File: config.mk
export PLATFORM = sky130hd
export DESIGN_NAME = audio_peak_envelope_generator
export DESIGN_NICKNAME = d
export VERILOG_FILES = /design/src/sv/apeg_pkg.sv /design/src/sv/apeg_ctrl.sv /design/src/sv/apeg_dp.sv /design/src/sv/audio_peak_envelope_generator.sv
export VERILOG_INCLUDE_DIRS = /design/src /design/src/sv
export SDC_FILE = /design/constraint.sdc
export NUM_CORES = 1
export LEC_CHECK = 0
export ABC_AREA = 1
export BUFFER_PORTS_ARGS = -buffer_cell sky130_fd_sc_hd__buf_2
export CORE_UTILIZATION = 55
export CTS_BUF_LIST = sky130_fd_sc_hd__clkbuf_2
export DETAILED_ROUTE_END_ITERATION = 16
export GPL_TIMING_DRIVEN = 1
export PLACE_DENSITY = 0.73
export SYNTH_ARGS = -nofsm -noshare
export SYNTH_HDL_FRONTEND = slang
export SYNTH_SLANG_ARGS = --single-unit
export TNS_END_PERCENT = 10
File: constraint.sdc
create_clock -name clk -period 6.59 [get_ports clk]
set_clock_uncertainty 0.2 [all_clocks]
set_input_delay 0.659 -clock clk [delete_from_list [all_inputs] [get_ports clk]]
set_output_delay 0.659 -clock clk [all_outputs]
set_load 0.005 [all_outputs]
File: src/sv/assert_macros.svh
// Assertion helpers shared by the RTL.
// All checks are clocked on clk and are disabled while rst_n is low.
`ifndef ASSERT_MACROS_SVH
`define ASSERT_MACROS_SVH

// Same-cycle implication
`define APEG_ASSERT_IMP(label, pre, post, msg) \
  label: assert property (@(posedge clk) disable iff (!rst_n) (pre) |-> (post)) else $error(msg);

// Next-cycle implication
`define APEG_ASSERT_NEXT(label, pre, post, msg) \
  label: assert property (@(posedge clk) disable iff (!rst_n) (pre) |=> (post)) else $error(msg);

`endif

File: src/sv/apeg_pkg.sv
`timescale 1ns / 1ps

package apeg_pkg;

  // Configuration port geometry
  localparam int CFG_IDX_W  = 3;
  localparam int CFG_DATA_W = 17;

  // Configuration register indexes
  localparam logic [CFG_IDX_W-1:0] CFG_CHANNEL_COUNT   = 3'd0;
  localparam logic [CFG_IDX_W-1:0] CFG_SAMPLE_IS_16BIT = 3'd1;
  localparam logic [CFG_IDX_W-1:0] CFG_PEAK_IS_16BIT   = 3'd2;
  localparam logic [CFG_IDX_W-1:0] CFG_BOTH_POLARITIES = 3'd3;
  localparam logic [CFG_IDX_W-1:0] CFG_BLOCK_SIZE      = 3'd4;

  // Request types
  localparam logic REQ_SAMPLE = 1'b0;
  localparam logic REQ_FLUSH  = 1'b1;

  // 16-bit peaks reduced to 8 bit: divide by 256
  localparam int PEAK_SHIFT = 8;

  // Largest block size in sample frames
  localparam logic [CFG_DATA_W-1:0] BLOCK_MAX = 17'd65536;

  // Controller states
  typedef enum logic [1:0] {
    ST_IDLE,
    ST_SCAN,
    ST_EMIT,
    ST_STATUS
  } apeg_state_t;

  // Controller to datapath commands
  typedef struct packed {
    logic accept_sample;  // sample transaction taken this cycle
    logic scan;           // peak-of-peaks pass, one channel
    logic emit;           // load next peak byte into output register
    logic status;         // load status-only result
    logic clear_all;      // flush done: back to reset state
  } apeg_cmd_t;

  // Datapath to controller status
  typedef struct packed {
    logic frame_due;   // current sample completes a block
    logic bp_nonzero;  // complete sample frames pending
    logic chan_last;   // walk pointer on last channel
    logic emit_last;   // next byte is the last of the peak frame
    logic out_free;    // output register can take a result
  } apeg_stat_t;

endpackage

File: src/sv/apeg_ctrl.sv
`timescale 1ns / 1ps

module apeg_ctrl (
  input  logic                clk,
  input  logic                rst_n,
  input  logic                in_valid,
  input  logic                in_req_type,
  output logic                in_stall,
  input  apeg_pkg::apeg_stat_t stat,
  output apeg_pkg::apeg_cmd_t  cmd
);

  apeg_pkg::apeg_state_t state_r, state_nxt;
  logic                  flush_r, flush_nxt;

  // State registers
  always_ff @(posedge clk) begin
    if (!rst_n) begin
      state_r <= apeg_pkg::ST_IDLE;
      flush_r <= 1'b0;
    end else begin
      state_r <= state_nxt;
      flush_r <= flush_nxt;
    end
  end

  // Next state
  always_comb begin
    state_nxt = state_r;
    flush_nxt = flush_r;
    case (state_r)
      apeg_pkg::ST_IDLE: begin
        if (in_valid) begin
          if (in_req_type == apeg_pkg::REQ_FLUSH) begin
            flush_nxt = 1'b1;
            state_nxt = stat.bp_nonzero ? apeg_pkg::ST_SCAN : apeg_pkg::ST_STATUS;
          end else if (stat.frame_due) begin
            flush_nxt = 1'b0;
            state_nxt = apeg_pkg::ST_SCAN;
          end
        end
      end
      apeg_pkg::ST_SCAN: begin
        if (stat.chan_last) state_nxt = apeg_pkg::ST_EMIT;
      end
      apeg_pkg::ST_EMIT: begin
        if (stat.out_free && stat.emit_last) state_nxt = apeg_pkg::ST_IDLE;
      end
      apeg_pkg::ST_STATUS: begin
        if (stat.out_free) state_nxt = apeg_pkg::ST_IDLE;
      end
      default: state_nxt = apeg_pkg::ST_IDLE;
    endcase
  end

  // Outputs
  always_comb begin
    cmd      = '0;
    in_stall = 1'b1;
    case (state_r)
      apeg_pkg::ST_IDLE: begin
        in_stall          = 1'b0;
        cmd.accept_sample = in_valid && (in_req_type == apeg_pkg::REQ_SAMPLE);
      end
      apeg_pkg::ST_SCAN: begin
        cmd.scan = 1'b1;
      end
      apeg_pkg::ST_EMIT: begin
        cmd.emit      = stat.out_free;
        cmd.clear_all = stat.out_free && stat.emit_last && flush_r;
      end
      apeg_pkg::ST_STATUS: begin
        cmd.status    = stat.out_free;
        cmd.clear_all = stat.out_free;
      end
      default: begin
        in_stall = 1'b1;
      end
    endcase
  end

endmodule

File: src/sv/apeg_dp.sv
`timescale 1ns / 1ps

module apeg_dp #(
  parameter int MAX_CHANNELS = 8
) (
  input  logic                               clk,
  input  logic                               rst_n,
  // configuration
  input  logic                               cfg_we,
  input  logic [apeg_pkg::CFG_IDX_W-1:0]     cfg_index,
  input  logic [apeg_pkg::CFG_DATA_W-1:0]    cfg_data,
  // input payload
  input  logic                               in_req_type,
  input  logic [15:0]                        in_sample,
  // result channel
  input  logic                               out_stall,
  output logic                               out_valid,
  output logic [7:0]                         out_out_byte,
  output logic                               out_byte_valid,
  output logic                               out_last,
  output logic [15:0]                        out_top_peak,
  output logic [31:0]                        out_peak_frame_index,
  output logic [31:0]                        out_frame_count,
  // control
  input  apeg_pkg::apeg_cmd_t                cmd,
  output apeg_pkg::apeg_stat_t               stat
);

  localparam int CH_W  = (MAX_CHANNELS > 1) ? $clog2(MAX_CHANNELS) : 1;
  localparam int CNT_W = $clog2(MAX_CHANNELS + 1);
  localparam int BW    = apeg_pkg::CFG_DATA_W;

  // Configuration registers
  logic [3:0]    cfg_chan_cnt_r;
  logic          cfg_s16_r;
  logic          cfg_p16_r;
  logic          cfg_both_r;
  logic [BW-1:0] cfg_block_r;

  // Peak state
  logic [14:0]     pos_peak_r [MAX_CHANNELS];
  logic [15:0]     neg_mag_r  [MAX_CHANNELS];
  logic [CH_W-1:0] chan_idx_r;
  logic [BW-1:0]   block_pos_r;
  logic [31:0]     frames_done_r;
  logic [15:0]     top_peak_r;
  logic [31:0]     top_frame_r;

  // Walk over channels and bytes during scan / emission
  logic [CH_W-1:0] walk_c_r;
  logic [1:0]      walk_b_r;

  // Output register
  logic        out_valid_r;
  logic [7:0]  out_byte_r;
  logic        out_bvalid_r;
  logic        out_last_r;
  logic [15:0] out_pop_r;
  logic [31:0] out_pfi_r;
  logic [31:0] out_fc_r;

  logic [CNT_W-1:0] eff_chans;
  logic [BW-1:0]    eff_block;
  logic [CH_W-1:0]  rd_idx;
  logic [14:0]      rd_pos;
  logic [15:0]      rd_neg;
  logic [15:0]      s16;
  logic [15:0]      neg_in;
  logic             upd_pos;
  logic             upd_neg;
  logic [CNT_W-1:0] ch_inc;
  logic             ch_wrap;
  logic [BW-1:0]    bp_inc;
  logic             divide;
  logic [15:0]      pv;
  logic [15:0]      qv;
  logic [15:0]      pe;
  logic [15:0]      mx;
  logic             b_last;
  logic             chan_last;
  logic             emit_last;
  logic             out_free;
  logic [7:0]       sel_byte;

  // Effective channel count and block size
  always_comb begin
    if (cfg_chan_cnt_r == 4'd0) begin
      eff_chans = CNT_W'(1);
    end else if (32'(cfg_chan_cnt_r) > MAX_CHANNELS) begin
      eff_chans = CNT_W'(MAX_CHANNELS);
    end else begin
      eff_chans = CNT_W'(cfg_chan_cnt_r);
    end
    if (cfg_block_r == '0) begin
      eff_block = BW'(1);
    end else if (cfg_block_r > apeg_pkg::BLOCK_MAX) begin
      eff_block = apeg_pkg::BLOCK_MAX;
    end else begin
      eff_block = cfg_block_r;
    end
  end

  // Single read port on the peak registers
  assign rd_idx = cmd.accept_sample ? chan_idx_r : walk_c_r;
  assign rd_pos = pos_peak_r[rd_idx];
  assign rd_neg = neg_mag_r[rd_idx];

  // Incoming sample: sign-extend and compare against stored peaks
  assign s16     = cfg_s16_r ? in_sample : {{8{in_sample[7]}}, in_sample[7:0]};
  assign neg_in  = ~s16 + 16'd1;
  assign upd_pos = !s16[15] && (s16[14:0] > rd_pos);
  assign upd_neg = s16[15] && (neg_in > rd_neg);
  assign ch_inc  = CNT_W'(chan_idx_r) + CNT_W'(1);
  assign ch_wrap = ch_inc >= eff_chans;
  assign bp_inc  = block_pos_r + BW'(1);

  // Peak values of the walked channel
  assign divide = cfg_s16_r && !cfg_p16_r;
  assign pv     = divide ? 16'(rd_pos >> apeg_pkg::PEAK_SHIFT) : 16'(rd_pos);
  assign qv     = divide ? (rd_neg >> apeg_pkg::PEAK_SHIFT) : rd_neg;
  assign pe     = (!cfg_both_r && (qv > pv)) ? qv : pv;
  assign mx     = (qv > pv) ? qv : pv;

  // Byte selection within one channel
  always_comb begin
    case ({cfg_p16_r, walk_b_r})
      3'b000:  sel_byte = pe[7:0];
      3'b001:  sel_byte = qv[7:0];
      3'b100:  sel_byte = pe[7:0];
      3'b101:  sel_byte = pe[15:8];
      3'b110:  sel_byte = qv[7:0];
      3'b111:  sel_byte = qv[15:8];
      default: sel_byte = 8'd0;
    endcase
    if (cfg_p16_r) begin
      b_last = cfg_both_r ? (walk_b_r == 2'd3) : (walk_b_r == 2'd1);
    end else begin
      b_last = cfg_both_r ? (walk_b_r == 2'd1) : (walk_b_r == 2'd0);
    end
  end

  assign chan_last = CNT_W'(walk_c_r) == (eff_chans - CNT_W'(1));
  assign emit_last = chan_last && b_last;
  assign out_free  = !out_valid_r || !out_stall;

  // Status to controller
  always_comb begin
    stat            = '0;
    stat.frame_due  = (in_req_type == apeg_pkg::REQ_SAMPLE) && ch_wrap && (bp_inc >= eff_block);
    stat.bp_nonzero = block_pos_r != '0;
    stat.chan_last  = chan_last;
    stat.emit_last  = emit_last;
    stat.out_free   = out_free;
  end

  // Configuration writes
  always_ff @(posedge clk) begin
    if (!rst_n) begin
      cfg_chan_cnt_r <= 4'd1;
      cfg_s16_r      <= 1'b1;
      cfg_p16_r      <= 1'b1;
      cfg_both_r     <= 1'b1;
      cfg_block_r    <= BW'(256);
    end else if (cfg_we) begin
      case (cfg_index)
        apeg_pkg::CFG_CHANNEL_COUNT:   cfg_chan_cnt_r <= cfg_data[3:0];
        apeg_pkg::CFG_SAMPLE_IS_16BIT: cfg_s16_r      <= cfg_data[0];
        apeg_pkg::CFG_PEAK_IS_16BIT:   cfg_p16_r      <= cfg_data[0];
        apeg_pkg::CFG_BOTH_POLARITIES: cfg_both_r     <= cfg_data[0];
        apeg_pkg::CFG_BLOCK_SIZE:      cfg_block_r    <= cfg_data;
        default: ;
      endcase
    end
  end

  // Per-channel peak registers
  always_ff @(posedge clk) begin
    if (!rst_n || cmd.clear_all || (cmd.emit && emit_last)) begin
      for (int i = 0; i < MAX_CHANNELS; i++) begin
        pos_peak_r[i] <= '0;
        neg_mag_r[i]  <= '0;
      end
    end else if (cmd.accept_sample) begin
      if (upd_pos) pos_peak_r[chan_idx_r] <= s16[14:0];
      if (upd_neg) neg_mag_r[chan_idx_r]  <= neg_in;
    end
  end

  // Channel and block position counters
  always_ff @(posedge clk) begin
    if (!rst_n || cmd.clear_all) begin
      chan_idx_r  <= '0;
      block_pos_r <= '0;
    end else if (cmd.accept_sample) begin
      if (ch_wrap) begin
        chan_idx_r  <= '0;
        block_pos_r <= (bp_inc >= eff_block) ? '0 : bp_inc;
      end else begin
        chan_idx_r  <= CH_W'(ch_inc);
      end
    end
  end

  // Peak of peaks and frame counter, updated during the scan pass
  always_ff @(posedge clk) begin
    if (!rst_n || cmd.clear_all) begin
      top_peak_r    <= '0;
      top_frame_r   <= '0;
      frames_done_r <= '0;
    end else if (cmd.scan) begin
      if (mx > top_peak_r) begin
        top_peak_r  <= mx;
        top_frame_r <= frames_done_r;
      end
      if (chan_last) frames_done_r <= frames_done_r + 32'd1;
    end
  end

  // Channel / byte walk
  always_ff @(posedge clk) begin
    if (!rst_n) begin
      walk_c_r <= '0;
      walk_b_r <= '0;
    end else if (cmd.scan) begin
      walk_c_r <= chan_last ? '0 : walk_c_r + CH_W'(1);
    end else if (cmd.emit) begin
      if (b_last) begin
        walk_b_r <= '0;
        walk_c_r <= chan_last ? '0 : walk_c_r + CH_W'(1);
      end else begin
        walk_b_r <= walk_b_r + 2'd1;
      end
    end
  end

  // Output register: valid flag
  always_ff @(posedge clk) begin
    if (!rst_n) begin
      out_valid_r <= 1'b0;
    end else if (cmd.emit || cmd.status) begin
      out_valid_r <= 1'b1;
    end else if (!out_stall) begin
      out_valid_r <= 1'b0;
    end
  end

  // Output register: payload
  always_ff @(posedge clk) begin
    if (cmd.emit || cmd.status) begin
      out_byte_r   <= cmd.emit ? sel_byte : 8'd0;
      out_bvalid_r <= cmd.emit;
      out_last_r   <= cmd.status || emit_last;
      out_pop_r    <= top_peak_r;
      out_pfi_r    <= top_frame_r;
      out_fc_r     <= frames_done_r;
    end
  end

  assign out_valid            = out_valid_r;
  assign out_out_byte         = out_byte_r;
  assign out_byte_valid       = out_bvalid_r;
  assign out_last             = out_last_r;
  assign out_top_peak         = out_pop_r;
  assign out_peak_frame_index = out_pfi_r;
  assign out_frame_count      = out_fc_r;

endmodule

File: src/sv/audio_peak_envelope_generator.sv
`timescale 1ns / 1ps
// Peak envelope generator for interleaved signed PCM audio.
// Input channel (in_valid / in_stall): one transaction per sample, or a flush
// (in_req_type set). Samples arrive channel by channel; each sample frame
// is channel_count samples. Result channel (out_valid / out_stall): one
// transaction per peak byte, little-endian, with out_last on the final byte
// of a peak frame; peak-of-peaks, its frame index and the frame count ride
// along with every byte. Configuration is written through cfg_we /
// cfg_index / cfg_data while the block is idle; the user must keep to this,
// as the block itself does not enforce it. Throughput: a sample that does
// not close a block is taken every cycle. A sample closing a block (or a
// flush with complete sample frames pending) starts a scan pass over the
// channels, then loads one byte per cycle into the output register while
// the receiver does not stall; the input stays stalled until the last byte
// has been loaded. The single read port on the per-channel peak registers
// sets this pace. A flush with no full sample frame gives one status-only
// result (out_byte_valid low) once the output register is free.
// Stalling the receiver holds the output register and pauses byte loading;
// a waiting result does not block a new input transaction.
// Reset (synchronous, rst_n low) restores the default configuration and
// clears all peak state and counters; a flush clears the state likewise.

`include "assert_macros.svh"

module audio_peak_envelope_generator #(
  parameter int MAX_CHANNELS = 8
) (
  input  logic                            clk,
  input  logic                            rst_n,
  input  logic                            cfg_we,
  input  logic [apeg_pkg::CFG_IDX_W-1:0]  cfg_index,
  input  logic [apeg_pkg::CFG_DATA_W-1:0] cfg_data,
  input  logic                            in_valid,
  output logic                            in_stall,
  input  logic                            in_req_type,
  input  logic [15:0]                     in_sample,
  output logic                            out_valid,
  input  logic                            out_stall,
  output logic [7:0]                      out_out_byte,
  output logic                            out_byte_valid,
  output logic                            out_last,
  output logic [15:0]                     out_top_peak,
  output logic [31:0]                     out_peak_frame_index,
  output logic [31:0]                     out_frame_count
);

  apeg_pkg::apeg_cmd_t  cmd;
  apeg_pkg::apeg_stat_t stat;

  // Sequencer
  apeg_ctrl u_ctrl (
    .clk         (clk),
    .rst_n       (rst_n),
    .in_valid    (in_valid),
    .in_req_type (in_req_type),
    .in_stall    (in_stall),
    .stat        (stat),
    .cmd         (cmd)
  );

  // Peak tracking and byte formatting
  apeg_dp #(
    .MAX_CHANNELS (MAX_CHANNELS)
  ) u_dp (
    .clk                  (clk),
    .rst_n                (rst_n),
    .cfg_we               (cfg_we),
    .cfg_index            (cfg_index),
    .cfg_data             (cfg_data),
    .in_req_type          (in_req_type),
    .in_sample            (in_sample),
    .out_stall            (out_stall),
    .out_valid            (out_valid),
    .out_out_byte         (out_out_byte),
    .out_byte_valid       (out_byte_valid),
    .out_last             (out_last),
    .out_top_peak         (out_top_peak),
    .out_peak_frame_index (out_peak_frame_index),
    .out_frame_count      (out_frame_count),
    .cmd                  (cmd),
    .stat                 (stat)
  );

  // Checks
  `APEG_ASSERT_IMP(a_status_is_last, out_valid && !out_byte_valid, out_last, "status result without last")
  `APEG_ASSERT_IMP(a_status_zero_byte, out_valid && !out_byte_valid, out_out_byte == 8'd0, "status result carries data")
  `APEG_ASSERT_IMP(a_pop_range, out_valid, out_top_peak <= 16'd32768, "peak of peaks out of range")
  `APEG_ASSERT_NEXT(a_flush_stalls, in_valid && !in_stall && in_req_type, in_stall, "flush not followed by busy")

endmodule

==> impl_metrics.json <==
{
  "vias_per_cell": 5.651,
  "antenna_found_initial": 2,
  "grt_pass1_vias": 19333,
  "crit_path_top_delay_cell": "dfxtp_1",
  "die_h_um": 209.3,
  "p_sw_share_pct": 38.85,
  "cts_tree": "built",
  "p_leak_nw": 11.32,
  "crit_required_ns": 7.42,
  "synth_area_leader_cell": "edfxtp_1",
  "final_antenna_net_count": 0,
  "drive_gt1_share_pct": 14.85,
  "ys_seq_elements": 471,
  "start_util_pct": 56.07,
  "crit_top_cell": "nand2_1",
  "track_usage_pct": 30.00,
  "wl_um": 64440,
  "syn-num-nets": 2750,
  "slew-limit-headroom_pct": 20.49,
  "area_growth_pct": 13.22,
  "postLayoutCoreUtil_pct": 63.49,
  "rows": 75,
  "ys_warn_count": 0,
  "crit_arrival_ns": 6.70,
  "synthTopCellsByCount": "nand2_1 (501), edfxtp_1 (338), nor2_1 (302)",
  "dieArea_um2": 43790,
  "setup_ws_ns": 0.7187,
  "htreeDepth": 3,
  "synthCells": 2613,
  "fin_crit_ns": 5.871,
  "worst_pin_slew_ns": 1.190,
  "place_ws_ns": 0.2785,
  "peakVddDrop_mv": 0.1831,
  "drtIter0Drc": 2066,
  "start_kind": "flip-flop",
  "synthDistinctLibCells": 48,
  "insertion_delay_ns": 1.24,
  "die_x_um": 209.3,
  "firstDrtPassIters": 7,
  "io_buffers": 133,
  "hold_buffers": 80,
  "maxSlewViolCount": 0,
  "hold_end": "u_dp.out_valid",
  "coreArea_um2": 42130,
  "synth_edf_count": 338,
  "hold_path_depth": 4,
  "worstRegToRegCells": 39,
  "grt_start_max_net_pins": 89,
  "path_buf_inv": 5,
  "cts_buffers": 115,
  "period_share_pct": 89.09,
  "synthMostInstantiatedCell": "nand2_1",
  "hold_violations": 0,
  "clock_sinks": 471,
  "power_density_nw_per_um2": 322.6,
  "syn-cell-area_um2": 23630,
  "r2r_start": "u_ctrl.state_r[1]",
  "wl_per_cell_um": 18.31,
  "setup_violations": 0,
  "dr_total_vias": 19886,
  "drv_cap": 0,
  "clk_pin_slew_ns": 0.11,
  "critPathCaptureType": "flip-flop",
  "place_hpwl_um": 44130,
  "hp-class": "input pin to flip-flop",
  "synth_top_area_share_pct": 42.96,
  "cts_resized": 0,
  "critPathTopFamily": "simple AND/OR/NAND/NOR gates",
  "max_freq_ghz": 0.1703,
  "timing.rr.end": "u_dp.top_frame_r[16]",
  "boundaryPins": 134,
  "finalNetCount": 3024,
  "worstHoldStart": "out_stall",
  "seq_area_frac_synth_pct": 54.23,
  "cts_setup_buffers": 0,
  "avgSynthCellArea_um2": 9.042,
  "final.setup.tns_ns": 0,
  "switchingPower_mw": 3.353,
  "crit_type": "flip-flop to flip-flop",
  "grt_pass1_wl_um": 102600,
  "cpPeakStageDelay_ns": 0.48,
  "power_frac_comb_pct": 35.1,
  "critPathMaxFanout": 88,
  "p_clk_share_pct": 21.9,
  "ys.flop_type": "edfxtp_1",
  "p_int_mw": 5.277,
  "grt_setup_unrepaired": "no",
  "gp_congestion": 0.9533,
  "clk_path_buf_depth": 3,
  "gr-total-overflow": 0,
  "yosys-top-cells-area": "edfxtp_1 (43%), dfxtp_1 (11%), nand2_1 (8.0%)",
  "cts_root_buf": "clkbuf_2",
  "outcome": "finished, final reports clean",
  "async_flop_share_pct": 0,
  "seq_power_share_pct": 43.0,
  "drc_errors": 0,
  "rrSetupSlack_ns": 0.72
}
## how the worst max path moves through the flow
stage	startpoint	to	slack [ns]	depth (start not counted)
5_1_grt	u_ctrl.state_r[1]	u_dp.top_frame_r[22]	0.18	40
6_report	u_ctrl.state_r[1]	u_dp.top_frame_r[16]	0.72	39
4_1_cts	u_ctrl.state_r[1]	u_dp.top_frame_r[26]	0.79	36
3_5_place_dp	in_valid	u_dp.top_frame_r[14]	0.28	38
2_1_floorplan	out_stall	u_ctrl.flush_r	0.91	8
3_3_place_gp	in_valid	u_dp.top_peak_r[15]	0.40	38
## kinds of logic (layout without fill, tap and decap cells)
kind of cell | count (synthesis) | count (layout) | synth area share (%)
DFF | 471 | 471 | 54.23
and+or+nand+nor | 1230 | 1230 | 22.61
other | 0 | 3 | 0
AOI/OAI and AO/OA | 372 | 372 | 9.204
adders and majority gates | 95 | 95 | 5.031
xor gates and xnor gates | 46 | 46 | 1.705
buffers and inverters | 399 | 763 | 7.218
## power by group through the flow
stage	Clock [mW]	Sequential [mW]	Combinational, mW
2_1_floorplan	0	3.76	2.07
3_3_place_gp	0	3.77	2.88
3_5_place_dp	0	3.78	2.95
4_1_cts	1.92	3.71	3.00
5_1_grt	2.08	3.75	3.40
6_report	1.89	3.72	3.03
## per-stage QoR
| step | cells | power, mW | cell area (um2) | hold slack, ns |
|---|---|---|---|---|
| 2_1_floorplan | 2613 | 5.834 | 23630 | 0.2082 |
| 3_3_place_gp | 3229 | 6.654 | 24920 | 0.2142 |
| 3_5_place_dp | 3229 | 6.736 | 24920 | 0.2153 |
| 4_1_cts | 3516 | 8.635 | 26740 | 0.02138 |
| 5_1_grt | 3519 | 9.235 | 26750 | 0.03552 |
| 6_report | 3519 | 8.631 | 26750 | 0.1129 |
## sequential cells by signal (all words and copies together), names as in the netlist, 3 cells and up
register / count
u_dp.neg_mag_r: 128
u_dp.pos_peak_r: 120
u_dp.frames_done_r: 32
u_dp.out_frame_count: 32
u_dp.out_peak_frame_index: 32
u_dp.top_frame_r: 32
u_dp.block_pos_r: 17
u_dp.cfg_block_r: 17
u_dp.out_top_peak: 16
u_dp.top_peak_r: 16
u_dp.out_out_byte: 8
u_dp.cfg_chan_cnt_r: 4
u_dp.chan_idx_r: 3
u_dp.walk_c_r: 3
## layout by cell type, fill, tap and decap left out, drive strengths merged
cell type	n
or4	1
ha	95
xnor2	9
a31oi	5
o31ai	4
edfxtp	338
or2	3
nand3b	2
a211oi	23
clkinv	37
clkbuf	174
buf	203
nor3b	4
xor2	37
a2111oi	1
and2	1
a21o	1
o211ai	42
diode	3
nand2	509
o21ai	152
o21bai	2
o21a	7
a21oi	135
nand3	187
nor4b	1
dfxtp	133
nor2	310
nor4	14
nor3	167
nand4	31
clkinvlp	1
dlygate4sd3	80
inv	268
## final cells by class
class | count | area, um2
Clock buffer | 174 | 870.8
Tap cell | 539 | 674.4
Clock inverter | 33 | 151.4
Fill cell | 3577 | 15380
Timing Repair Buffer | 283 | 2079
Inverter | 273 | 1025
Antenna cell | 3 | 7.507
Sequential cell | 471 | 12810
Multi-Input combinational cell | 1743 | 9130
## worst reg2reg max path: cells and delay by family (launching register included)
kind	cells	cell delay, ns
DFF	1	0.48
adders and majority gates	2	0.60
and+or+nand+nor	25	2.35
AOI/OAI and AO/OA	7	1.02
buffers and inverters	5	1.08
## routing by layer
layer / vias to the layer above / part of all wire [%] / GRT usage, %
met2: 935 / 45 / 46.75
met5: - / 0.026 / 0
met3: 142 / 8.9 / 6.195
met1: 9286 / 43 / 41.39
met4: 2 / 2.9 / 11.36
li1: 9521 / - / -
Note: power is estimated with default switching activity, not from simulation.
